<file path="src/rtl/core/mcfwa_pkg.sv">
`timescale 1ns / 1ps
// mcfwa_pkg: types, register codes, unit op codes and constants shared by the
// frame window aligner modules. No dependencies.
package mcfwa_pkg;

	localparam int DEF_NUM_CAMERAS = 4;
	localparam int DEF_QUEUE_DEPTH = 16;
	localparam int TS_BITS         = 48;
	localparam int NUM_OFFSETS     = 4;
	localparam int CFG_AW          = 5;

	typedef logic signed [TS_BITS-1:0] ts_t;

	localparam ts_t TS_MAX = {1'b0, {(TS_BITS-1){1'b1}}};
	localparam ts_t TS_MIN = {1'b1, {(TS_BITS-1){1'b0}}};

	// register index = paddr[4:2]
	localparam logic [2:0] REG_WIN_LEN        = 3'd0;
	localparam logic [2:0] REG_CAMERAS_IN_USE = 3'd1;
	localparam logic [2:0] REG_OFFSET_CAM0    = 3'd2;
	localparam logic [2:0] REG_OFFSET_CAM1    = 3'd3;
	localparam logic [2:0] REG_OFFSET_CAM2    = 3'd4;
	localparam logic [2:0] REG_OFFSET_CAM3    = 3'd5;

	// shared arithmetic unit ops
	localparam logic [1:0] OP_SUB_SAT = 2'd0;
	localparam logic [1:0] OP_ADD_SAT = 2'd1;
	localparam logic [1:0] OP_LT      = 2'd2;

	typedef struct packed {
		logic [1:0]  in_camera;
		ts_t         in_timestamp;
		logic [15:0] in_frame_id;
	} in_req_t;

	typedef struct packed {
		logic [1:0]  out_camera;
		logic        out_valid;
		logic [15:0] out_frame_id;
		ts_t         out_timestamp;
		logic [31:0] out_sequence;
		logic        out_last;
	} out_rsp_t;

	typedef struct packed {
		ts_t         ts;
		logic [15:0] id;
	} tag_t;

	typedef struct packed {
		logic [31:0]                  win_len;
		logic [2:0]                   cameras_in_use;
		logic [NUM_OFFSETS-1:0][31:0] offset;
	} cfg_t;

	typedef struct packed {
		logic [1:0] op;
		ts_t        a;
		ts_t        b;
	} alu_req_t;

	typedef struct packed {
		ts_t  res;
		logic lt;
	} alu_rsp_t;

	typedef struct packed {
		logic push;
		logic pop;
		logic rd;
	} q_ctrl_t;

endpackage

</file>
<file path="src/rtl/core/mcfwa_alu.sv">
`timescale 1ns / 1ps
// mcfwa_alu: shared saturating add/subtract and signed compare on timestamps.
// Depends on mcfwa_pkg.
module mcfwa_alu (
	input  mcfwa_pkg::alu_req_t req,
	output mcfwa_pkg::alu_rsp_t rsp
);
	import mcfwa_pkg::*;

	logic signed [TS_BITS+1:0] ax;
	logic signed [TS_BITS+1:0] bx;
	logic signed [TS_BITS+1:0] s;
	logic                      ovf;

	always_comb begin
		ax = (TS_BITS+2)'($signed(req.a));
		bx = (TS_BITS+2)'($signed(req.b));
		unique case (req.op) inside
			OP_ADD_SAT:        s = ax + bx;
			OP_SUB_SAT, OP_LT: s = ax - bx;
			default:           s = ax - bx;
		endcase
		// top three bits agree when the result fits the timestamp range
		ovf = (s[TS_BITS+1:TS_BITS-1] != '0) && (s[TS_BITS+1:TS_BITS-1] != '1);
		rsp.res = ovf ? (s[TS_BITS+1] ? TS_MIN : TS_MAX) : s[TS_BITS-1:0];
		rsp.lt  = s[TS_BITS+1];
	end

endmodule

</file>
<file path="config.mk">
export PLATFORM = sky130hd
export DESIGN_NAME = mcfwa_alu
export DESIGN_NICKNAME = d
export VERILOG_FILES = /design/src/rtl/core/mcfwa_pkg.sv /design/src/rtl/core/mcfwa_alu.sv
export SDC_FILE = /design/constraint.sdc
export NUM_CORES = 1
export LEC_CHECK = 0
export ABC_AREA = 1
export BUFFER_PORTS_ARGS = -buffer_cell sky130_fd_sc_hd__buf_2
export CAP_MARGIN = 20
export CORE_MARGIN = 4
export CORE_UTILIZATION = 40
export DETAILED_ROUTE_END_ITERATION = 10
export PLACE_DENSITY = 0.66
export SLEW_MARGIN = 20
export SYNTH_ARGS = -nofsm -noshare
export SYNTH_HDL_FRONTEND = slang
export SYNTH_SLANG_ARGS = --single-unit
</file>
<file path="constraint.sdc">
create_clock -name vclk -period 9.6
set_input_delay 0.48 -clock vclk [all_inputs]
set_output_delay 0.48 -clock vclk [all_outputs]
set_load 0.1 [all_outputs]
</file>
Word-level counts from Yosys, hierarchy flattened
Index checks and enable logic that the tools add are counted.
Word-level totals
  register bits after elaboration: 0
  logic and storage cells: 9
  output and inout bits: 49
Operators by class
  equality and inequality tests: 2
  mux-type cells: 3
  $add $sub $neg: 2
  reductions and logical operators: 2
Operators with widths (count)
  2-to-1 mux 48 bit: 2
  2-to-1 mux 50 bit: 1
  adder 48 x 48 -> 49 bit: 1
  subtractor 48 x 48 -> 49 bit: 1
  != test 3 bit (second input constant): 1
  nonzero test 3 bit: 1
  equality test 2 x 1 -> 1 bit (second input constant): 1
  logical AND 1 bit: 1

Logic depth before layout (Yosys ltp)
  word-level depth: 5
  depth in mapped cells: 28
  depth with buffers taken out: 26

Worst setup path before layout
No wires, ideal clock.
  kind: input port to output port
  start: in req[1] (netlist bit)
  end: out rsp[19] (netlist bit)
  arrival time: 5245 ps
  required time: 9120 ps
  slack: 3875 ps
  stages: 23
  path through: inv_1 > ha_1 > nand3_1 > nor2_4 > nand4_1 > nor2_1 > nand3_1 > o21ai_1 > nand2_1 > xor2_1 > ha_1 > nand2_1 > nor2_2 > inv_2 > nor2_2 > nand2_1 > nor2_1 > nand2_1 > nand3_1 > nand2_1 > nand2_4 > nor2_4 > o21ai_0
RTL lines
  from (decl): RTL line mcfwa_alu.sv:5  | input mcfwa_pkg::alu_req_t req,
  to (decl): RTL line mcfwa_alu.sv:6  | output mcfwa_pkg::alu_rsp_t rsp

==> impl_metrics.json <==
{
  "fp.coreArea_um2": 13300,
  "cp_max_fo": 47,
  "port_buffers": 147,
  "worstHoldStart": "req[48]",
  "die_h_um": 125,
  "antenna_found_initial": 0,
  "crit_required_ns": 9.12,
  "power_mw": 1.12,
  "die_width_um": 125,
  "grt_pass1_wl_mm": 32.1,
  "hold_class": "primary input to output pin",
  "rows": 42,
  "dp_cells": 1403,
  "synth_cell_types": 39,
  "final.period_utilization_pct": 57.9,
  "post_cts_resized": 0,
  "wl_per_cell_um": 14.3,
  "layout_min_cycle_time_ns": 5.56,
  "place_congestion": 0.957,
  "final_util_pct": 47.7,
  "io_pins": 147,
  "via_per_inst": 5.11,
  "ir_worst_vdd_uv": 193,
  "drive_above_1_share_pct": 14.2,
  "crit_type": "primary input to output pin",
  "synth.avg_cell_area_um2": 5.00,
  "hold_violations": 0,
  "floorplan.initialDensity_pct": 41.1,
  "crit_top_cell": "nand2_1",
  "postSynthCellCount": 1091,
  "maxCapViolCount": 0,
  "setup_viol": 0,
  "routed-via-count": 7176,
  "outcome": "complete, no violations",
  "fmax_mhz": 180,
  "tightest_slew_ns": 0.807,
  "grt-ovfl-total": 0,
  "cts.hold.buffers_added": 0,
  "max-slew-margin-rel_pct": 46.0,
  "synth_fp_nets": 1241,
  "p_per_area_nw_per_um2": 177,
  "dieArea_um2": 15600,
  "fin_tns_setup_ns": 0,
  "ant_nets": 0,
  "drtIter0Drc": 510,
  "first_pass_iters": 5,
  "synth.cell_area_um2": 5460,
  "leakage_nw": 3.75,
  "final_nets": 1379,
  "cp_num_cells": 24,
  "cp-startpoint": "req[0]",
  "wl_mm": 20.1,
  "start_kind": "primary input",
  "syn2layout_area_growth_pct": 16.2,
  "seq_cell_count": 0,
  "grt_pass1_vias": 6675,
  "crit_path_top_delay_cell": "nand2_2",
  "critPathBufInv": 5,
  "cp-end-kind": "output pin",
  "holdWs_ns": 1.63,
  "regArea_um2": 0,
  "rsz0062_at_grt": "no",
  "clock_buffers": 0,
  "drc": 0,
  "crit_end": "rsp[13]",
  "postCtsSetupBuffers": 0,
  "report.final.slew_viol_count": 0,
  "finalNonFillerCells": 1403,
  "yosys_warnings": 0,
  "path_cells": "buf_2 > inv_1 > ha_1 > nand3_1 > nor2_4 > nand4_1 > nor2_1 > nand3_1 > o21ai_1 > nand2_1 > xor2_1 > ha_1 > a21oi_1 > inv_1 > a21oi_1 > nand2_1 > inv_1 > nand2_1 > nand2_1 > nand4_1 > nand2_2 > nand2_2 > nand2_1 > buf_2",
  "antennaDiodeCount": 0,
  "grt_max_degree": 48,
  "cp.arrival_ns": 5.08,
  "grtUsageTotal_pct": 24.6,
  "path_delay_family": "simple AND/OR/NAND/NOR gates",
  "dp_hpwl_mm": 17.9,
  "slowest_delay_ns": 0.47,
  "ys_seq_area_share_pct": 0
}
==> logic make-up (layout without fill, tap and decap cells) <==
group	count (synthesis)	count (layout)	synth area share, %
xor gates and xnor gates	77	77	12.4
adders and majority gates	52	52	12.1
buffers and inverters	181	317	13.2
AOI/OAI and AO/OA	133	133	13.8
and+or+nand+nor	648	648	48.6
==> per-stage QoR <==
stage	setup WS (ns)	cell area, um2
2_1_floorplan	3.88	5460
3_3_place_gp	4.17	6340
3_5_place_dp	4.11	6340
4_1_cts	4.09	6340
5_1_grt	3.63	6340
6_report	4.04	6340
==> tightest hold or removal path, stage by stage <==
cell	delay, ns
buf_2	0.08
ha_1	0.21
nand2_1	0.05
nand2_1	0.04
buf_2	0.28
==> report_power, final <==
part / internal, mW / leakage (nW) / switching, mW
Sequential: 0 / 0 / 0
Clock: 0 / 0 / 0
Combinational: 0.218 / 3.75 / 0.906
Total: 0.218 / 3.75 / 0.906
==> cells in the final DEF, fill, tap and decap left out, types with 2 or more instances in the layout <==
master / n
nor2_4: 3
nor4_1: 7
nor2_2: 4
xor2_1: 60
nand3_1: 51
nand2_2: 2
nand3b_1: 2
buf_2: 147
buf_4: 2
o21bai_1: 22
inv_1: 155
nand2_1: 400
xnor2_1: 17
nand4_1: 21
a21boi_0: 3
o21ai_1: 9
nor3_1: 16
a21oi_1: 58
o21ai_0: 30
ha_1: 51
nor2_1: 137
inv_2: 12
a31oi_1: 4
==> cells in the mapped netlist, drive strengths merged, types with 2 or more instances <==
library cell    n  area, um2
a21boi          4       30.0
a21oi          59        299
a31oi           4       25.0
buf             9       72.6
clkbuf          4       15.0
ha             51        638
inv           167        627
nand2         403       1530
nand3          51        255
nand3b          2       15.0
nand4          21        131
nor2          144        573
nor3           17       90.1
nor4            7       43.8
o21ai          40        204
o21bai         22        165
or2             2       12.5
xnor2          17        149
xor2           60        526
==> worst min path at each step <==
| stage | endpoint | depth (start not counted) |
|---|---|---|
| 6_report | rsp[1] | 5 |
| 5_1_grt | rsp[1] | 5 |
| 4_1_cts | rsp[1] | 5 |
| 3_5_place_dp | rsp[1] | 5 |
| 3_3_place_gp | rsp[1] | 5 |
| 2_1_floorplan | rsp[0] | 7 |
==> final cells by class <==
class / count / area [um2]
inverter: 168 / 631
multi-input combinational: 910 / 4740
fill: 1576 / 6950
tap: 176 / 220
timing repair buffer: 149 / 751
==> layer usage <==
| layer | routed length (um) | up-vias | share of wire [%] | track usage, % |
|---|---|---|---|---|
| met1 | 9560 | 3169 | 48 | 35.9 |
| li1 | - | 3715 | - | - |
| met3 | 1420 | 19 | 7.1 | 1.42 |
| met4 | 277 | 0 | 1.4 | 3.00 |
| met2 | 8860 | 273 | 44 | 40.8 |
| met5 | 0 | - | 0 | 0 |
Note: power is estimated with default switching activity, not from simulation.
