[src/rtl/core/mcfwa_pkg.sv]
`timescale 1ns / 1ps
// mcfwa_pkg: types, register codes, unit op codes and constants shared by the
// frame window aligner modules. No dependencies.
package mcfwa_pkg;

	localparam int DEF_NUM_CAMERAS = 4;
	localparam int DEF_QUEUE_DEPTH = 16;
	localparam int TS_BITS         = 48;
	localparam int NUM_OFFSETS     = 4;
	localparam int CFG_AW          = 5;

	typedef logic signed [TS_BITS-1:0] ts_t;

	localparam ts_t TS_MAX = {1'b0, {(TS_BITS-1){1'b1}}};
	localparam ts_t TS_MIN = {1'b1, {(TS_BITS-1){1'b0}}};

	// register index = paddr[4:2]
	localparam logic [2:0] REG_WIN_LEN        = 3'd0;
	localparam logic [2:0] REG_CAMERAS_IN_USE = 3'd1;
	localparam logic [2:0] REG_OFFSET_CAM0    = 3'd2;
	localparam logic [2:0] REG_OFFSET_CAM1    = 3'd3;
	localparam logic [2:0] REG_OFFSET_CAM2    = 3'd4;
	localparam logic [2:0] REG_OFFSET_CAM3    = 3'd5;

	// shared arithmetic unit ops
	localparam logic [1:0] OP_SUB_SAT = 2'd0;
	localparam logic [1:0] OP_ADD_SAT = 2'd1;
	localparam logic [1:0] OP_LT      = 2'd2;

	typedef struct packed {
		logic [1:0]  in_camera;
		ts_t         in_timestamp;
		logic [15:0] in_frame_id;
	} in_req_t;

	typedef struct packed {
		logic [1:0]  out_camera;
		logic        out_valid;
		logic [15:0] out_frame_id;
		ts_t         out_timestamp;
		logic [31:0] out_sequence;
		logic        out_last;
	} out_rsp_t;

	typedef struct packed {
		ts_t         ts;
		logic [15:0] id;
	} tag_t;

	typedef struct packed {
		logic [31:0]                  win_len;
		logic [2:0]                   cameras_in_use;
		logic [NUM_OFFSETS-1:0][31:0] offset;
	} cfg_t;

	typedef struct packed {
		logic [1:0] op;
		ts_t        a;
		ts_t        b;
	} alu_req_t;

	typedef struct packed {
		ts_t  res;
		logic lt;
	} alu_rsp_t;

	typedef struct packed {
		logic push;
		logic pop;
		logic rd;
	} q_ctrl_t;

endpackage

[src/rtl/core/mcfwa_queue.sv]
`timescale 1ns / 1ps
// mcfwa_queue: per-camera circular tag FIFOs in one shared memory, with head
// pointers and fill counts. Depends on mcfwa_pkg.
module mcfwa_queue #(
	parameter int NUM_CAMERAS = mcfwa_pkg::DEF_NUM_CAMERAS,
	parameter int QUEUE_DEPTH = mcfwa_pkg::DEF_QUEUE_DEPTH,
	localparam int CIDX_W = (NUM_CAMERAS > 1) ? $clog2(NUM_CAMERAS) : 1
) (
	input  logic                 clk,
	input  logic                 arst_n,
	input  mcfwa_pkg::q_ctrl_t   ctrl,
	input  logic [CIDX_W-1:0]    sel,
	input  mcfwa_pkg::tag_t      wdata,
	output logic                 empty,
	output mcfwa_pkg::tag_t      rdata
);
	import mcfwa_pkg::*;

	localparam int HW = $clog2(QUEUE_DEPTH);
	localparam int CW = $clog2(QUEUE_DEPTH + 1);
	localparam int SW = $clog2(2 * QUEUE_DEPTH);
	localparam int AW = $clog2(NUM_CAMERAS * QUEUE_DEPTH);
	localparam logic [AW-1:0] DEPTH_A = AW'(QUEUE_DEPTH);

	logic [HW-1:0] head_q [NUM_CAMERAS];
	logic [CW-1:0] cnt_q  [NUM_CAMERAS];
	tag_t          mem_q  [NUM_CAMERAS * QUEUE_DEPTH];
	tag_t          rdata_q;

	logic [HW-1:0] hsel;
	logic [CW-1:0] csel;
	logic [HW-1:0] hnext;
	logic          full;
	logic [SW-1:0] sum;
	logic [HW-1:0] slot;
	logic [AW-1:0] waddr;
	logic [AW-1:0] raddr;

	always_comb begin
		hsel  = head_q[sel];
		csel  = cnt_q[sel];
		full  = (csel == CW'(QUEUE_DEPTH));
		hnext = (hsel == HW'(QUEUE_DEPTH - 1)) ? '0 : hsel + 1'b1;
		sum   = SW'(hsel) + SW'(csel);
		// full push overwrites the oldest slot, which is the head itself
		if (full)
			slot = hsel;
		else if (sum >= SW'(QUEUE_DEPTH))
			slot = HW'(sum - SW'(QUEUE_DEPTH));
		else
			slot = HW'(sum);
		waddr = AW'(sel) * DEPTH_A + AW'(slot);
		raddr = AW'(sel) * DEPTH_A + AW'(hsel);
	end

	assign empty = (csel == '0);
	assign rdata = rdata_q;

	always_ff @(posedge clk or negedge arst_n) begin
		if (!arst_n) begin
			for (int i = 0; i < NUM_CAMERAS; i++) begin
				head_q[i] <= '0;
				cnt_q[i]  <= '0;
			end
		end else if (ctrl.push) begin
			if (full)
				head_q[sel] <= hnext;
			else
				cnt_q[sel] <= csel + 1'b1;
		end else if (ctrl.pop) begin
			head_q[sel] <= hnext;
			cnt_q[sel]  <= csel - 1'b1;
		end
	end

	always_ff @(posedge clk) begin
		if (ctrl.push)
			mem_q[waddr] <= wdata;
		if (ctrl.rd)
			rdata_q <= mem_q[raddr];
	end

`ifndef NO_ASSERTIONS
	a_cnt_bound: assert property (@(posedge clk) disable iff (!arst_n)
		csel <= CW'(QUEUE_DEPTH))
		else $error("queue fill count above depth");
	a_no_push_pop: assert property (@(posedge clk) disable iff (!arst_n)
		!(ctrl.push && ctrl.pop))
		else $error("push and pop in one cycle");
	a_pop_nonempty: assert property (@(posedge clk) disable iff (!arst_n)
		(ctrl.pop || ctrl.rd) |-> !empty)
		else $error("read or pop of an empty queue");
	a_pop_after_rd: assert property (@(posedge clk) disable iff (!arst_n)
		ctrl.pop |-> $past(ctrl.rd))
		else $error("pop without a head read the cycle before");
`endif

endmodule

[config.mk]
export PLATFORM = sky130hd
export DESIGN_NAME = mcfwa_queue
export DESIGN_NICKNAME = d
export VERILOG_FILES = /design/src/rtl/core/mcfwa_pkg.sv /design/src/rtl/core/mcfwa_queue.sv
export SDC_FILE = /design/constraint.sdc
export NUM_CORES = 2
export LEC_CHECK = 0
export BUFFER_PORTS_ARGS = -buffer_cell sky130_fd_sc_hd__buf_4
export CORE_MARGIN = 3
export CORE_UTILIZATION = 50
export CTS_CLUSTER_DIAMETER = 80
export DETAILED_ROUTE_END_ITERATION = 16
export PLACE_DENSITY = 0.66
export SYNTH_ARGS = -nofsm -noshare
export SYNTH_HDL_FRONTEND = slang
export SYNTH_SLANG_ARGS = --single-unit
export TNS_END_PERCENT = 10
[constraint.sdc]
create_clock -name clk -period 9 [get_ports clk]
set_input_delay 2.25 -clock clk [delete_from_list [all_inputs] [get_ports clk]]
set_output_delay 2.25 -clock clk [all_outputs]
set_load 0.1 [all_outputs]
### Word level (Yosys, flattened, before mapping)

Memory sizes are Yosys's and may differ from the RTL's. A register that Yosys moved wholly into a read port is not among the register bits.
Index checks and enable logic that the tools add are counted.

* add/sub/neg operators: 7
* eq/ne operators: 4
* mux-type cells: 24
* reductions and logical operators: 5
* bitwise gates (word level): 1
* magnitude comparators: 3

Operators with widths (count)
* $mux 20: 3
* $mux 16: 3
* $bwmux 20: 2
* $mux 4: 6
* $bwmux 16: 1
* $mux 5: 3
* $add 6x4->6: 2
* $bmux 5 s2: 1
* $demux 5 s2: 1
* $bmux 4 s2: 1
* $demux 4 s2: 1
* $add 4x5->5: 1
* $add 5x1->5 const B: 1
* $eq 5x5->1 const B: 1
* $ge 5x5->1 const B: 1
* $logic_not 5->1: 1
* $sub 5x1->5 const B: 1
* $add 4x1->4 const B: 1
* $eq 4x4->1 const B: 1
* $reduce_and 2->1: 2
* $sub 4x1->4 const B: 1
* $ge 3x3->1 const B: 1
* $lt 3x1->1 const B: 1
* $not 2->3: 1
* 5 further kinds: 6

* output and inout port bits: 65
* logic and storage cells: 53
* RAM bits: 4096
* memories kept: 1
* register bits after elaboration: 36

Memories
* mem_q: words 64, width 64, read ports 1, clocked after memory_dff 1, wr ports 1, RTL line mcfwa_queue.sv:27 `tag_t mem_q [NUM_CAMERAS * QUEUE_DEPTH];`

### Depth between registers and ports, before layout

* depth in word-level cells: 9
* depth in mapped cells: 16
* gate-level depth less buffers: 10

### Worst setup path after synthesis

No wires, ideal clock.

* path type: input-to-reg
* from: input sel[1]
* to: memory mem_q[48][0] (netlist bit), enable pin
* data required time: 8.356 ns
* arrival time: 10.782 ns
* stages: 16
* buffers on the path: 6
* path slack: -2.427 ns
* setup time: 0.644 ns
* cell sequence: buf_6 -> mux2i_1 -> mux2_2 -> buf_6 -> inv_4 -> buf_4 -> buf_2 -> buf_2 -> ha_1 -> a21o_1 -> a21oi_1 -> xnor2_1 -> nand2b_4 -> xnor2_2 -> buf_6 -> nor4_1

* longest elaborated chain between the ends: 9
* elaborated cells between the ends (all ways): 14
* those cells by class: add/sub (3); order compare (1); eq/ne (1); mux (8); bitwise (1)

RTL lines
* start: declaration: RTL line mcfwa_queue.sv:12 `input logic [CIDX_W-1:0] sel,`
* $not 2->3 (implied by the code): RTL line mcfwa_queue.sv:40, mcfwa_queue.sv:41
* $bmux 4 s2 or $bmux 5 s2 (tied branches): RTL line mcfwa_queue.sv:40, mcfwa_queue.sv:41
* $mux 4 (implied by the code) or $mux 5 (tied branches) (2 in series): RTL line mcfwa_queue.sv:40, mcfwa_queue.sv:41
* $add 4x5->5: RTL line mcfwa_queue.sv:44 `sum = SW'(hsel) + SW'(csel);`
* $sub 4x1->4 or $ge 5x5->1 (tied branches): RTL line mcfwa_queue.sv:49, mcfwa_queue.sv:48
* $mux 4: RTL line mcfwa_queue.sv:48 `else if (sum >= SW'(QUEUE_DEPTH))`
* $mux 4: RTL line mcfwa_queue.sv:46 `if (full)`
* $add 6x4->6 (*): RTL line mcfwa_queue.sv:52 `waddr = AW'(sel) * DEPTH_A + AW'(slot);`
* end: declaration: RTL line mcfwa_queue.sv:27

Mark *: on every way between the ends. The rest lies on a longest branch, timed or not. The select of a mux whose other input is x is not followed.

### Final worst setup path

* from: input sel[0]
* to: output empty

* longest elaborated chain between the ends: 5

RTL lines
* $not 2->3 (implied by the code): RTL line mcfwa_queue.sv:41 `csel = cnt_q[sel];`
* $bmux 5 s2: RTL line mcfwa_queue.sv:41
* $mux 5 (implied by the code) (2 in series): RTL line mcfwa_queue.sv:41
* $logic_not 5->1: RTL line mcfwa_queue.sv:56 `assign empty = (csel == '0);`
* end: declaration: RTL line mcfwa_queue.sv:14 `output logic empty,`

Every way passes these cells. The select of a mux whose other input is x is not followed.

==> run metrics <==
die area 337,000 sq um; initial antenna violation count 24; gr usage total 26.8%; Post-DP HPWL 246,000 um; WL/cell 32.4 um; Critical Path AT 4.16 ns; core area 328,000 sq um; I/O Buffers 135; Setup Fix Bufs, Post-CTS 0; gr busiest metal met2; Crit. End Element output port; total clock sinks 4,196; critical path class primary input to output port; vias per cell 6.29; first-pass GRT wire length 651,000 um; fin. max-slew vios 0; clk slew on worst S/H paths 0.06 ns; First-pass DRT Iterations 6; total gr overflow 0; Worst-Skew Late Latency 0.97 ns; DR iter-0 viols 11,100; most used cell, CP buf_4; Mean Syn Cell Area 17.9 sq um; P&R area growth vs syn 11.8%; Hold Vio Cnt, Final 0; PostCTS Resize Cnt 0; reg-to-reg slack, setup 4.11 ns; Worst R2R Start head_q[9]$_DFFE_PN0P_; CTS tree done; Max stage delay cell, worst path mux4_2; Critical Path RT 6.75 ns; EDFF count, synth 4,160; initial core utilization 50.3%; minimum clock period 6.41 ns; fin nets 9,583; clock buffer depth 4; critical path peak fanout 16; outcome complete, no violations; Worst-Margin Slew 1.33 ns; total CTS buffers 417; via count 89,400; WHS 0.509 ns; routing usage on met1 37.6%; ys flop type edfxtp_1; clk_skew 0.0352 ns; setup TNS 0 ns; Synth cell types 55; Critical path destination empty; Power Density 325 nW/um^2; Util after Layout 56.3%; period utilization 71.3%; Row Count 210; largest net degree at the start of global routing 131; fin area 185,000 sq um; max incr delay on CP 0.72 ns; Routed WL 461,000 um; worst hold path class flip-flop to flip-flop; Residual DRC 0; RSZ-0062 raised after global routing no; met2 usage 42.1%; P_leak 0.0651 uW; Synthesis Warnings 0; critical path, cell by cell buf_4 -> mux4_2 -> inv_1 -> ha_1 -> nand2_1 -> nor2_1 -> buf_4; max_cap viols 0; Async SR Flop Fraction 0.858%; number of fill cells in the layout 24,500; Rel. slew slack 11.2%; Critical Path Stages 7; VDD IR max 0.000343 V; Gate Count Post-Synth 9,243; FF-to-FF End mem_q[50][42]$_DFFE_PP_; placer congestion estimate 0.818; fmax 156 MHz; flops & latches, synth 4,196; Final Setup Violations 0; htree depth 5; cells on worst reg2reg path 12; I/O pins 136; Tot Pwr 60,000 uW; crit path from sel[0]; cell family with most CP delay buffers and inverters; Syn Std Cell Area 165,000 sq um; Die W 581 um; cts hold-fix bufs 0; CTS root buf clkbuf_16; placed cell areas 172,000 sq um; Seq/Total Area, Yosys 76.1%; Final ANT Viol Nets 0; crit path buf inv count 3; layout cells sized above 1 12.1%; Post-Syn Nets 9,321; CP startpoint kind primary input; M3 GR Usage 4.61%; number of global-route vias before repair 87,800; Die Span Y 581 um
[cell families (layout without fill, tap and decap cells)]
kind of cell | count (synthesis) | count (layout) | synth area share, %
flops | 4196 | 4196 | 76.1
mux | 2273 | 2273 | 14.8
simple gates | 1550 | 1550 | 3.98
compound gates | 678 | 678 | 3.19
buf+inv | 530 | 1129 | 1.75
xor+xnor | 9 | 9 | 0.0523
fa+ha+maj | 7 | 7 | 0.0575
other cells | 0 | 10 | 0
[synthesized netlist by cell type (8+ instances only)]
| master | count | area share, % |
|---|---|---|
| nor4_1 | 8 | 0.030 |
| buf_4 | 96 | 0.44 |
| nor3_1 | 58 | 0.18 |
| a32oi_1 | 188 | 1.0 |
| o211ai_1 | 65 | 0.30 |
| nor2_1 | 34 | 0.077 |
| a22oi_1 | 70 | 0.32 |
| mux2_2 | 29 | 0.20 |
| o21ai_0 | 8 | 0.024 |
| dfrtp_1 | 36 | 0.55 |
| edfxtp_1 | 4160 | 76 |
| mux4_2 | 134 | 1.8 |
| nand3_1 | 320 | 0.97 |
| nand2_1 | 1035 | 2.4 |
| a21oi_1 | 141 | 0.43 |
| a221o_1 | 62 | 0.38 |
| nand4_1 | 69 | 0.26 |
| o2111ai_1 | 125 | 0.66 |
| nor2b_1 | 8 | 0.030 |
| clkbuf_1 | 148 | 0.34 |
| buf_2 | 238 | 0.72 |
| buf_1 | 9 | 0.020 |
| buf_6 | 33 | 0.22 |
| mux2i_1 | 2108 | 13 |
[sequential cells by signal, summed over array words and instances, names as in the netlist, named ones only]
name    flops
mem_q    4096
rdata      64
cnt_q      16
head_q     16
[how the worst min path moves through the flow]
stage	start	end	slack, ns	depth (start not counted)
final	cnt_q[14]$_DFFE_PN0P_	cnt_q[14]$_DFFE_PN0P_	0.51	1
after global routing	cnt_q[6]$_DFFE_PN0P_	cnt_q[6]$_DFFE_PN0P_	0.52	1
after CTS	cnt_q[6]$_DFFE_PN0P_	cnt_q[6]$_DFFE_PN0P_	0.50	1
after detailed placement	cnt_q[6]$_DFFE_PN0P_	cnt_q[6]$_DFFE_PN0P_	0.49	1
after global placement	cnt_q[7]$_DFFE_PN0P_	cnt_q[7]$_DFFE_PN0P_	0.48	1
after floorplan	cnt_q[6]$_DFFE_PN0P_	cnt_q[6]$_DFFE_PN0P_	0.48	1
[stage by stage]
stage          instances  worst slack, ns
3_5_place_dp       13400             1.92
6_report           14200             2.59
5_1_grt            14200             2.49
3_3_place_gp       13400             1.97
4_1_cts            14200             2.53
2_1_floorplan       9243            -2.43
[worst register-to-register path, cell delays in order, from the launching register on]
cell,delay (ns)
dfrtp_1,0.36
mux2i_1,0.09
mux2_8,0.48
inv_16,0.63
ha_1,0.48
a21o_1,0.16
a21oi_1,0.21
xnor2_1,0.20
nand2b_4,0.12
xnor2_4,0.13
buf_4,0.33
nor4_2,0.39
buf_4,0.88
[report_power, final]
part / internal, uW / switching (uW) / total [uW] / leakage, uW
Clock: 9680 / 7280 / 17000 / 0.00647
Sequential: 23300 / 537 / 23900 / 0.0379
Combinational: 6180 / 13000 / 19200 / 0.0208
Total: 39200 / 20900 / 60000 / 0.0651
[layer usage]
layer | vias to the layer above | wire (um)
met2 | 4771 | 215000
met5 | - | 111
li1 | 37200 | -
met1 | 46400 | 183000
met4 | 18 | 18800
met3 | 926 | 43800
[placed cells by master, fill, tap and decap left out, types with 4 or more instances in the layout]
cell type	n
nand4_1	69
nor4_2	8
inv_16	6
bufinv_16	37
clkinv_1	108
a22oi_1	70
a21oi_1	141
mux4_2	134
nand3_1	320
nor3_2	58
nor2b_1	6
clkinv_16	4
nand2_1	1035
inv_6	7
clkinv_2	77
o21ai_0	8
a211oi_1	6
nor2_4	8
a32oi_1	188
buf_4	329
o211ai_1	65
nand2b_1	4
ha_1	6
buf_12	38
mux2i_1	2108
dfrtp_1	36
o2111ai_1	125
nor2_1	28
a221o_1	62
edfxtp_1	4160
mux2_2	25
clkinvlp_4	8
clkbuf_1	80
clkbuf_16	424
diode_2	10
xnor2_1	5
[final cells by class]
class / count / area [sq um] / share of cell area, %
Sequential cell: 4196 / 126000 / 68.1
Timing Repair Buffer: 367 / 3230 / 1.75
Multi-Input combinational cell: 4517 / 37000 / 20.0
Inverter: 6 / 53.8 / 0.0291
Clock inverter: 252 / 2310 / 1.25
Clock buffer: 504 / 10900 / 5.90
Antenna cell: 10 / 25.0 / 0.0135
Tap cell: 4346 / 5440 / 2.94
Note: power is estimated with default switching activity, not from simulation.
