<file path="src/rtl/core/mcfwa_pkg.sv">
`timescale 1ns / 1ps
// mcfwa_pkg: types, register codes, unit op codes and constants shared by the
// frame window aligner modules. No dependencies.
package mcfwa_pkg;

	localparam int DEF_NUM_CAMERAS = 4;
	localparam int DEF_QUEUE_DEPTH = 16;
	localparam int TS_BITS         = 48;
	localparam int NUM_OFFSETS     = 4;
	localparam int CFG_AW          = 5;

	typedef logic signed [TS_BITS-1:0] ts_t;

	localparam ts_t TS_MAX = {1'b0, {(TS_BITS-1){1'b1}}};
	localparam ts_t TS_MIN = {1'b1, {(TS_BITS-1){1'b0}}};

	// register index = paddr[4:2]
	localparam logic [2:0] REG_WIN_LEN        = 3'd0;
	localparam logic [2:0] REG_CAMERAS_IN_USE = 3'd1;
	localparam logic [2:0] REG_OFFSET_CAM0    = 3'd2;
	localparam logic [2:0] REG_OFFSET_CAM1    = 3'd3;
	localparam logic [2:0] REG_OFFSET_CAM2    = 3'd4;
	localparam logic [2:0] REG_OFFSET_CAM3    = 3'd5;

	// shared arithmetic unit ops
	localparam logic [1:0] OP_SUB_SAT = 2'd0;
	localparam logic [1:0] OP_ADD_SAT = 2'd1;
	localparam logic [1:0] OP_LT      = 2'd2;

	typedef struct packed {
		logic [1:0]  in_camera;
		ts_t         in_timestamp;
		logic [15:0] in_frame_id;
	} in_req_t;

	typedef struct packed {
		logic [1:0]  out_camera;
		logic        out_valid;
		logic [15:0] out_frame_id;
		ts_t         out_timestamp;
		logic [31:0] out_sequence;
		logic        out_last;
	} out_rsp_t;

	typedef struct packed {
		ts_t         ts;
		logic [15:0] id;
	} tag_t;

	typedef struct packed {
		logic [31:0]                  win_len;
		logic [2:0]                   cameras_in_use;
		logic [NUM_OFFSETS-1:0][31:0] offset;
	} cfg_t;

	typedef struct packed {
		logic [1:0] op;
		ts_t        a;
		ts_t        b;
	} alu_req_t;

	typedef struct packed {
		ts_t  res;
		logic lt;
	} alu_rsp_t;

	typedef struct packed {
		logic push;
		logic pop;
		logic rd;
	} q_ctrl_t;

endpackage

</file>
<file path="src/rtl/core/mcfwa_ctrl.sv">
`timescale 1ns / 1ps
// mcfwa_ctrl: sequencer for the aligner. Drives the shared unit and the
// queues, holds window state, kept tags and the output register.
// Depends on mcfwa_pkg.
module mcfwa_ctrl #(
	parameter int NUM_CAMERAS = mcfwa_pkg::DEF_NUM_CAMERAS,
	localparam int CIDX_W = (NUM_CAMERAS > 1) ? $clog2(NUM_CAMERAS) : 1
) (
	input  logic                 clk,
	input  logic                 arst_n,
	input  mcfwa_pkg::cfg_t      cfg,
	input  logic                 in_valid,
	output logic                 in_stall,
	input  mcfwa_pkg::in_req_t   in_req,
	output logic                 out_valid,
	input  logic                 out_stall,
	output mcfwa_pkg::out_rsp_t  out_rsp,
	output mcfwa_pkg::alu_req_t  alu_req,
	input  mcfwa_pkg::alu_rsp_t  alu_rsp,
	output mcfwa_pkg::q_ctrl_t   q_ctrl,
	output logic [CIDX_W-1:0]    q_sel,
	output mcfwa_pkg::tag_t      q_wdata,
	input  logic                 q_empty,
	input  mcfwa_pkg::tag_t      q_rdata
);
	import mcfwa_pkg::*;

	localparam logic [3:0] S_IDLE = 4'd0;
	localparam logic [3:0] S_OFFS = 4'd1;
	localparam logic [3:0] S_PUSH = 4'd2;
	localparam logic [3:0] S_CMP  = 4'd3;
	localparam logic [3:0] S_WST  = 4'd4;
	localparam logic [3:0] S_RD   = 4'd5;
	localparam logic [3:0] S_CHK  = 4'd6;
	localparam logic [3:0] S_EMIT = 4'd7;

	logic [3:0]             state_q;
	logic [1:0]             cam_q;
	ts_t                    ts_q;
	logic [15:0]            id_q;
	ts_t                    limit_q;
	ts_t                    ws_q;
	logic [31:0]            seq_q;
	logic [CIDX_W-1:0]      c_q;
	logic [NUM_CAMERAS-1:0] have_q;
	tag_t                   kept_q [NUM_CAMERAS];
	out_rsp_t               orsp_q;
	logic                   ovld_q;

	logic [3:0] cams4;
	logic [3:0] arity;
	logic       cam_ok;
	logic       c_last;
	logic       load;
	tag_t       kept_c;

	always_comb begin
		cams4  = {1'b0, cfg.cameras_in_use};
		arity  = (cams4 > 4'(NUM_CAMERAS)) ? 4'(NUM_CAMERAS) : cams4;
		cam_ok = ({2'b00, in_req.in_camera} < arity);
		c_last = ((4'(c_q) + 4'd1) == arity);
		load   = (state_q == S_EMIT) && (!ovld_q || !out_stall);
		kept_c = kept_q[c_q];
	end

	assign in_stall  = (state_q != S_IDLE);
	assign out_valid = ovld_q;
	assign out_rsp   = orsp_q;

	// shared unit operand select
	always_comb begin
		alu_req.op = OP_LT;
		alu_req.a  = ts_q;
		alu_req.b  = ws_q;
		unique case (state_q)
			S_OFFS: begin
				alu_req.op = OP_SUB_SAT;
				alu_req.a  = ts_q;
				alu_req.b  = TS_BITS'($signed(cfg.offset[cam_q]));
			end
			S_PUSH: begin
				alu_req.op = OP_ADD_SAT;
				alu_req.a  = ws_q;
				alu_req.b  = TS_BITS'(cfg.win_len);
			end
			S_CMP: begin
				alu_req.op = OP_LT;
				alu_req.a  = limit_q;
				alu_req.b  = ts_q;
			end
			S_WST: begin
				alu_req.op = OP_SUB_SAT;
				alu_req.a  = ts_q;
				alu_req.b  = TS_BITS'(cfg.win_len);
			end
			S_CHK: begin
				alu_req.op = OP_LT;
				alu_req.a  = q_rdata.ts;
				alu_req.b  = ws_q;
			end
			default: ;
		endcase
	end

	always_comb begin
		q_ctrl.push = (state_q == S_PUSH);
		q_ctrl.rd   = (state_q == S_RD) && !q_empty;
		q_ctrl.pop  = (state_q == S_CHK) && alu_rsp.lt;
		q_sel       = (state_q == S_OFFS || state_q == S_PUSH) ? CIDX_W'(cam_q) : c_q;
		q_wdata.ts  = ts_q;
		q_wdata.id  = id_q;
	end

	always_ff @(posedge clk or negedge arst_n) begin
		if (!arst_n) begin
			state_q <= S_IDLE;
			ws_q    <= '0;
			seq_q   <= '0;
			c_q     <= '0;
			have_q  <= '0;
			ovld_q  <= 1'b0;
		end else begin
			if (load)
				ovld_q <= 1'b1;
			else if (!out_stall)
				ovld_q <= 1'b0;

			unique case (state_q) inside
				S_IDLE: begin
					if (in_valid && cam_ok)
						state_q <= S_OFFS;
				end
				S_OFFS: state_q <= S_PUSH;
				S_PUSH: state_q <= S_CMP;
				S_CMP: begin
					state_q <= alu_rsp.lt ? S_WST : S_IDLE;
				end
				S_WST: begin
					ws_q    <= alu_rsp.res;
					seq_q   <= seq_q + 32'd1;
					have_q  <= '0;
					c_q     <= '0;
					state_q <= S_RD;
				end
				S_RD, S_CHK: begin
					if (state_q == S_RD && !q_empty) begin
						state_q <= S_CHK;
					end else if (state_q == S_CHK && alu_rsp.lt) begin
						have_q[c_q] <= 1'b1;
						state_q     <= S_RD;
					end else if (c_last) begin
						// camera done; emit only if some camera kept a tag
						c_q     <= '0;
						state_q <= (|have_q) ? S_EMIT : S_IDLE;
					end else begin
						c_q     <= c_q + 1'b1;
						state_q <= S_RD;
					end
				end
				S_EMIT: begin
					if (load) begin
						if (c_last)
							state_q <= S_IDLE;
						else
							c_q <= c_q + 1'b1;
					end
				end
				default: state_q <= S_IDLE;
			endcase
		end
	end

	always_ff @(posedge clk) begin
		if (state_q == S_IDLE && in_valid) begin
			cam_q <= in_req.in_camera;
			ts_q  <= in_req.in_timestamp;
			id_q  <= in_req.in_frame_id;
		end
		if (state_q == S_OFFS)
			ts_q <= alu_rsp.res;
		if (state_q == S_PUSH)
			limit_q <= alu_rsp.res;
		if (state_q == S_CHK && alu_rsp.lt)
			kept_q[c_q] <= q_rdata;
		if (load) begin
			orsp_q.out_camera    <= 2'(c_q);
			orsp_q.out_valid     <= have_q[c_q];
			orsp_q.out_frame_id  <= have_q[c_q] ? kept_c.id : '0;
			orsp_q.out_timestamp <= have_q[c_q] ? kept_c.ts : '0;
			orsp_q.out_sequence  <= seq_q;
			orsp_q.out_last      <= c_last;
		end
	end

`ifndef NO_ASSERTIONS
	a_seq_step: assert property (@(posedge clk) disable iff (!arst_n)
		(seq_q != $past(seq_q)) |-> (seq_q == $past(seq_q) + 32'd1))
		else $error("sequence count moved by other than one");
	a_ws_forward: assert property (@(posedge clk) disable iff (!arst_n)
		(ws_q != $past(ws_q)) |-> (ws_q > $past(ws_q)))
		else $error("window start moved backward");
	a_set_ends_last: assert property (@(posedge clk) disable iff (!arst_n)
		(state_q == S_IDLE && $past(state_q) == S_EMIT) |-> (ovld_q && orsp_q.out_last))
		else $error("frameset closed without a last entry");
	a_pop_older: assert property (@(posedge clk) disable iff (!arst_n)
		(state_q == S_CHK && alu_rsp.lt) |-> (q_rdata.ts < ws_q))
		else $error("popped tag not older than window start");
`endif

endmodule

</file>
<file path="config.mk">
export PLATFORM = sky130hd
export DESIGN_NAME = mcfwa_ctrl
export DESIGN_NICKNAME = d
export VERILOG_FILES = /design/src/rtl/core/mcfwa_pkg.sv /design/src/rtl/core/mcfwa_ctrl.sv
export SDC_FILE = /design/constraint.sdc
export NUM_CORES = 1
export LEC_CHECK = 0
export ABC_CLOCK_PERIOD_IN_PS = 9700
export BUFFER_PORTS_ARGS = -buffer_cell sky130_fd_sc_hd__buf_4
export CORE_AREA = 2 2 240 242
export CTS_CLUSTER_DIAMETER = 30
export DETAILED_ROUTE_END_ITERATION = 10
export DIE_AREA = 0 0 242 244
export GPL_TIMING_DRIVEN = 0
export HOLD_SLACK_MARGIN = 0.12
export MAX_ROUTING_LAYER = met4
export PLACE_DENSITY = 0.69
export SYNTH_ARGS = -nofsm -noshare
export SYNTH_HDL_FRONTEND = slang
export SYNTH_SLANG_ARGS = --single-unit
</file>
<file path="constraint.sdc">
create_clock -name clk -period 9.7 [get_ports clk]
set_clock_uncertainty 0.15 [all_clocks]
set_input_delay 1.455 -clock clk [delete_from_list [all_inputs] [get_ports clk]]
set_output_delay 1.455 -clock clk [all_outputs]
set_load 0.01 [all_outputs]
</file>
-- Yosys cells after proc, flatten, opt, wreduce, memory -nomap -nowiden
Memory sizes are Yosys's and may differ from the RTL's. A register that Yosys moved wholly into a read port is not among the register bits.
Cells that the tools add are included.
- bits in registers: 241
- bits in writable memories: 256
- bits of input ports: 347
- output and inout port bits: 269
- logic and storage cells: 95
- memories kept: 1
- memories (name ; words ; width ; read ports ; clocked after memory_dff ; write ports ; line ; source):
    kept_q ; 4 ; 64 ; 1 ; 1 ; 1 ; mcfwa_ctrl.sv:46 ; tag_t kept_q [NUM_CAMERAS];
- $add $sub $neg: 3
- magnitude comparators: 5
- equality and inequality tests: 16
- muxes and demuxes: 33
- bitwise gates (word level): 1
- reductions and logical operators: 22
- operator list (operator ; count):
    $pmux 98 s5 ; 1
    $mux 48 ; 2
    $bmux 32 s2 ; 1
    $add 32x1->32 const B ; 1
    $mux 32 ; 1
    $pmux 4 s7 ; 1
    $mux 4 ; 5
    $mux 3 ; 6
    $eq 4x3->1 const B ; 4
    $mux 2 ; 6
    $ne 2x2->1 const B ; 6
    $eq 4x2->1 const B ; 2
    $pmux 4 s2 ; 1
    $logic_and 1x1->1 ; 6
    $lt 2x3->1 const B ; 2
    $mux 1 ; 6
    $pmux 2 s3 ; 1
    $reduce_and 3->1 ; 2
    $reduce_and 5->1 ; 1
    $eq 4x1->1 const B ; 1
    $logic_not 1->1 ; 4
    $logic_not 4->1 ; 1
    $ne 2x1->1 const B ; 2
    $or 4x4->4 ; 1
    14 further kinds ; 16

-- Depth between registers and ports, before layout
- depth after elaboration: 8
- depth in mapped cells: 10

-- Worst setup path after synthesis
Ideal clock, no wire load.
- path type: in2reg
- from: input port out_stall
- to: register orsp_q (netlist bit out_rsp[0]), enable pin
- setup time: 560 ps
- data arrival time: 5815 ps
- data required time: 8990 ps
- setup slack: 3176 ps
- cell stages on the path: 2
- path through: and2_1 nor2_1
- longest elaborated chain between the ends: 3
- RTL lines (what ; line ; source):
    start, declared ; mcfwa_ctrl.sv:16 ; input logic out_stall,
    $logic_not 1->1 ; n/a ;
    $logic_or 1x1->1 ; mcfwa_ctrl.sv:62 ; load = (state_q == S_EMIT) && (!ovld_q || !out_stall);
    $logic_and 1x1->1 ; mcfwa_ctrl.sv:62 ;
    via load ; mcfwa_ctrl.sv:54 ; logic load;
    end, declared ; mcfwa_ctrl.sv:47 ; out_rsp_t orsp_q;
The timed path passes the listed nets, and every way through them passes these cells.
A chain may end at the register's enable or synchronous reset.

==> results.md <==
- Status: complete, no violations
- Gpl congestion: 0.914
- CTS max path bufs: 3
- Worst r2r path cells: 8
- TritonCTS clock tree: built
- Maxcap violations: 0
- Max H-tree Level: 3
- Fin. Hold Viols: 0
- Met2 usage: 52.3%
- Final cell count without fillers: 3077
- GRT Residual Overflow: 0
- R2r setup slk: 5.93 ns
- Most frequent cells in the layout: buf_4 (616), edfxtp_1 (470), clkbuf_16 (112)
- Place WS: 5.05 ns
- Synth async-reset ratio: 16.1%
- DR WL/cell: 30.6 um
- PortBufs: 615
- # clock sinks: 560
- # DRC: 0
- Hpwl dp: 68.8 mm
- Compound-gate portion of the synthesized area: 8.06%
- CP Max Fanout: 10
- Slew HR: 10.4%
- Fillers: 4308
- Simple-Gate Fraction of Synth Area: 5.83%
- RSZ-0062 raised after global routing: no
- Final Setup Violations: 0
- DRT antenna net count: 0
- Met1 usage in global routing: 39.7%
- Routed WL: 94.1 mm
- GRT Overall Usage: 32.2%
- Initial antenna violation count: 10
- Initial DRC Count: 1739
- Psw: 3.71 mW
- Pin count of the biggest net entering global routing: 91
- Max Slew Vio Count: 0
- Post-synthesis xor/xnor area fraction: 1.19%
- Sw Ratio: 33.0%
- Post-layout min period: 5.48 ns
- Postcts setup bufs: 0
- Worst Setup EP: alu_req[27]
- HP Class: flip-flop to flip-flop
- Critical Path End Type: output port
- # nets final: 2563
- First-pass GRT wire length: 131 mm
- CTS Root Buffer Type: clkbuf_16
- Met3 usage: 6.75%
- Dpl cells: 2851
- Via density per instance: 5.79
- Critical Path AT: 3.88 ns
- Final WS setup: 4.22 ns
- Synthesized instance count: 1470
- Cell area power density: 328 nW/um^2
- Reg power frac: 29.8%
- Die Y: 244 um
- Mean Syn Cell Area: 16.5 sq um
- CTS Hold Buffers Added: 0
- Synth warn: 0
- Startpoint class of the critical path: flip-flop
- Max Clk Rate: 0.182 GHz
- Clk_lat worst skew: 0.67 ns
- Full die area: 59000 sq um
- Synthesis-to-layout area growth: 41.5%
- RR Startpoint: state_q[2]$_DFFE_PN0P_
- Synth cell types: 54
- CTS buffer count: 112
- Core footprint: 56200 sq um
- Layout cells sized above 1: 46.8%
- Placement Rows: 87
- DR pass1 iterations: 6
- #FFs+latches synth: 560
- Logic pwr share: 33.0%
- EDFF count, synth: 470
- IO Pins: 616
- Most common cell after layout, fill and taps aside: buf_4
- Setup_tns: 0 ns
- GR peak layer: met2
- Initial Util: 43.2%
- Peak VDD IR: 197 uV
- Post-synthesis cell area: 24300 sq um
- Int Power: 7.54 mW
- Vias in the first global route: 17.9k
- Clk pin slew, worst setup/hold paths: 0.05 ns
- Chip Width: 242 um
- Worst path required time: 8.10 ns
- Post-synth top flop: edfxtp_1
- Largest family of logic cells by synthesized area: multiplexers
- Critical path type: flip-flop to output port
- FF-to-FF End: out_rsp[23]$_DFFE_PP_
- Leakage power: 13.5 nW
- Seq/Total Area, Yosys: 67.4%
- Clk network pwr share: 37.2%
- CTS resizes: 0
- CP startpoint: cam_q[1]$_DFFE_PP_
- Adder-cell area share of the yosys netlist: 0.309%
- Tightest Pin Transition: 1.34 ns
- Mux contribution to synthesized area: 15.0%
- Via count: 17.8k
- Post-synth net total: 1823
- Fin crit share: 56.5%
- Hold path startpoint: seq_q[31]$_DFFE_PN0P_
-- critical path, stage by stage, from the launching register on --
cell	delay [ns]
edfxtp_1	0.33
clkbuf_1	0.50
clkbuf_1	1.05
mux4_2	0.50
a222oi_1	0.31
o21ai_0	0.26
buf_4	0.25
-- final cells by class --
| type | count | area (sq um) | share of cell area [%] |
|---|---|---|---|
| diodes | 12 | 30.0 | 0.0874 |
| plain buffers | 108 | 509 | 1.48 |
| clock buffers | 134 | 2960 | 8.61 |
| clock inverters | 79 | 1220 | 3.55 |
| inverters | 11 | 41.3 | 0.120 |
| multi-input cells | 791 | 7390 | 21.5 |
| flip-flops and latches | 560 | 16400 | 47.7 |
| well taps | 756 | 946 | 2.75 |
| repair buffers | 626 | 4890 | 14.2 |
-- routing by layer --
| metal | part of all wire (%) | up-vias |
|---|---|---|
| met4 | 3.6 | 0 |
| met1 | 38 | 9105 |
| met3 | 8.5 | 172 |
| met5 | 0 | - |
| met2 | 50 | 1050 |
| li1 | - | 7475 |
-- synthesized netlist by cell type (3+ instances only) --
| library cell | count | share of area, % |
|---|---|---|
| o21ai_0 | 35 | 0.72 |
| buf_1 | 9 | 0.14 |
| nand3_1 | 11 | 0.23 |
| a31oi_1 | 3 | 0.077 |
| clkbuf_1 | 48 | 0.74 |
| xnor2_1 | 25 | 0.90 |
| nand2b_1 | 3 | 0.077 |
| inv_1 | 10 | 0.15 |
| and2_1 | 8 | 0.21 |
| a222oi_1 | 32 | 1.3 |
| nand2_1 | 64 | 0.99 |
| mux4_2 | 96 | 8.9 |
| xor2_1 | 8 | 0.29 |
| a21oi_1 | 35 | 0.72 |
| mux2i_1 | 33 | 1.4 |
| nor2b_1 | 68 | 1.8 |
| edfxtp_1 | 470 | 58 |
| nor3_2 | 6 | 0.25 |
| a221o_1 | 16 | 0.66 |
| nor2_1 | 52 | 0.80 |
| buf_2 | 44 | 0.91 |
| dfrtp_1 | 90 | 9.3 |
| a22oi_1 | 96 | 3.0 |
| mux2_2 | 96 | 4.5 |
| and3_1 | 11 | 0.28 |
| nor3_1 | 5 | 0.10 |
| mux2_1 | 5 | 0.23 |
| and4_1 | 4 | 0.14 |
| ha_1 | 6 | 0.31 |
| buf_6 | 5 | 0.23 |
| a22o_1 | 33 | 1.2 |
| nand4_1 | 17 | 0.44 |
-- through the flow --
stage	util, %	hold slack, ns	instance area, sq um	power (mW)
detailed placement	53.6	0.320	30100	7.06
global placement	53.1	0.313	29800	7.01
floorplan	-	0.291	24300	5.23
global route	61.1	0.352	34300	11.6
CTS	61.0	0.326	34300	11.3
finish	61.1	0.325	34300	11.3
-- logic make-up after synthesis --
group,Yosys count
compound gates,262
xor+xnor,33
fa+ha+maj,6
buf+inv,119
flops,560
mux,230
simple gates,260
-- sequential cells by signal, summed over array words and instances (netlist names), 3 cells and up --
register,count
state_q,3
have_q,4
kept_q,256
ts_q,48
limit_q,48
ws_q,48
out_rsp,100
seq_q,32
id_q,16
-- power groups by stage --
stage / Clock (mW) / Sequential [mW] / Combinational [mW]
after floorplan: 0 / 3.40 / 1.84
after global placement: 0 / 3.42 / 3.60
after detailed placement: 0 / 3.39 / 3.68
after CTS: 4.22 / 3.35 / 3.70
after global routing: 4.34 / 3.38 / 3.89
final: 4.19 / 3.36 / 3.71
-- worst min path at each step --
stage                       endpoint  slack, ns  depth (start not counted)
3_5_place_dp   seq_q[31]$_DFFE_PN0P_       0.32                          1
5_1_grt        out_rsp[10]$_DFFE_PP_       0.35                          0
6_report       seq_q[31]$_DFFE_PN0P_       0.32                          1
4_1_cts        seq_q[31]$_DFFE_PN0P_       0.33                          1
2_1_floorplan  seq_q[31]$_DFFE_PN0P_       0.29                          1
3_3_place_gp   seq_q[31]$_DFFE_PN0P_       0.31                          1
(Power assumes the default switching activity.)
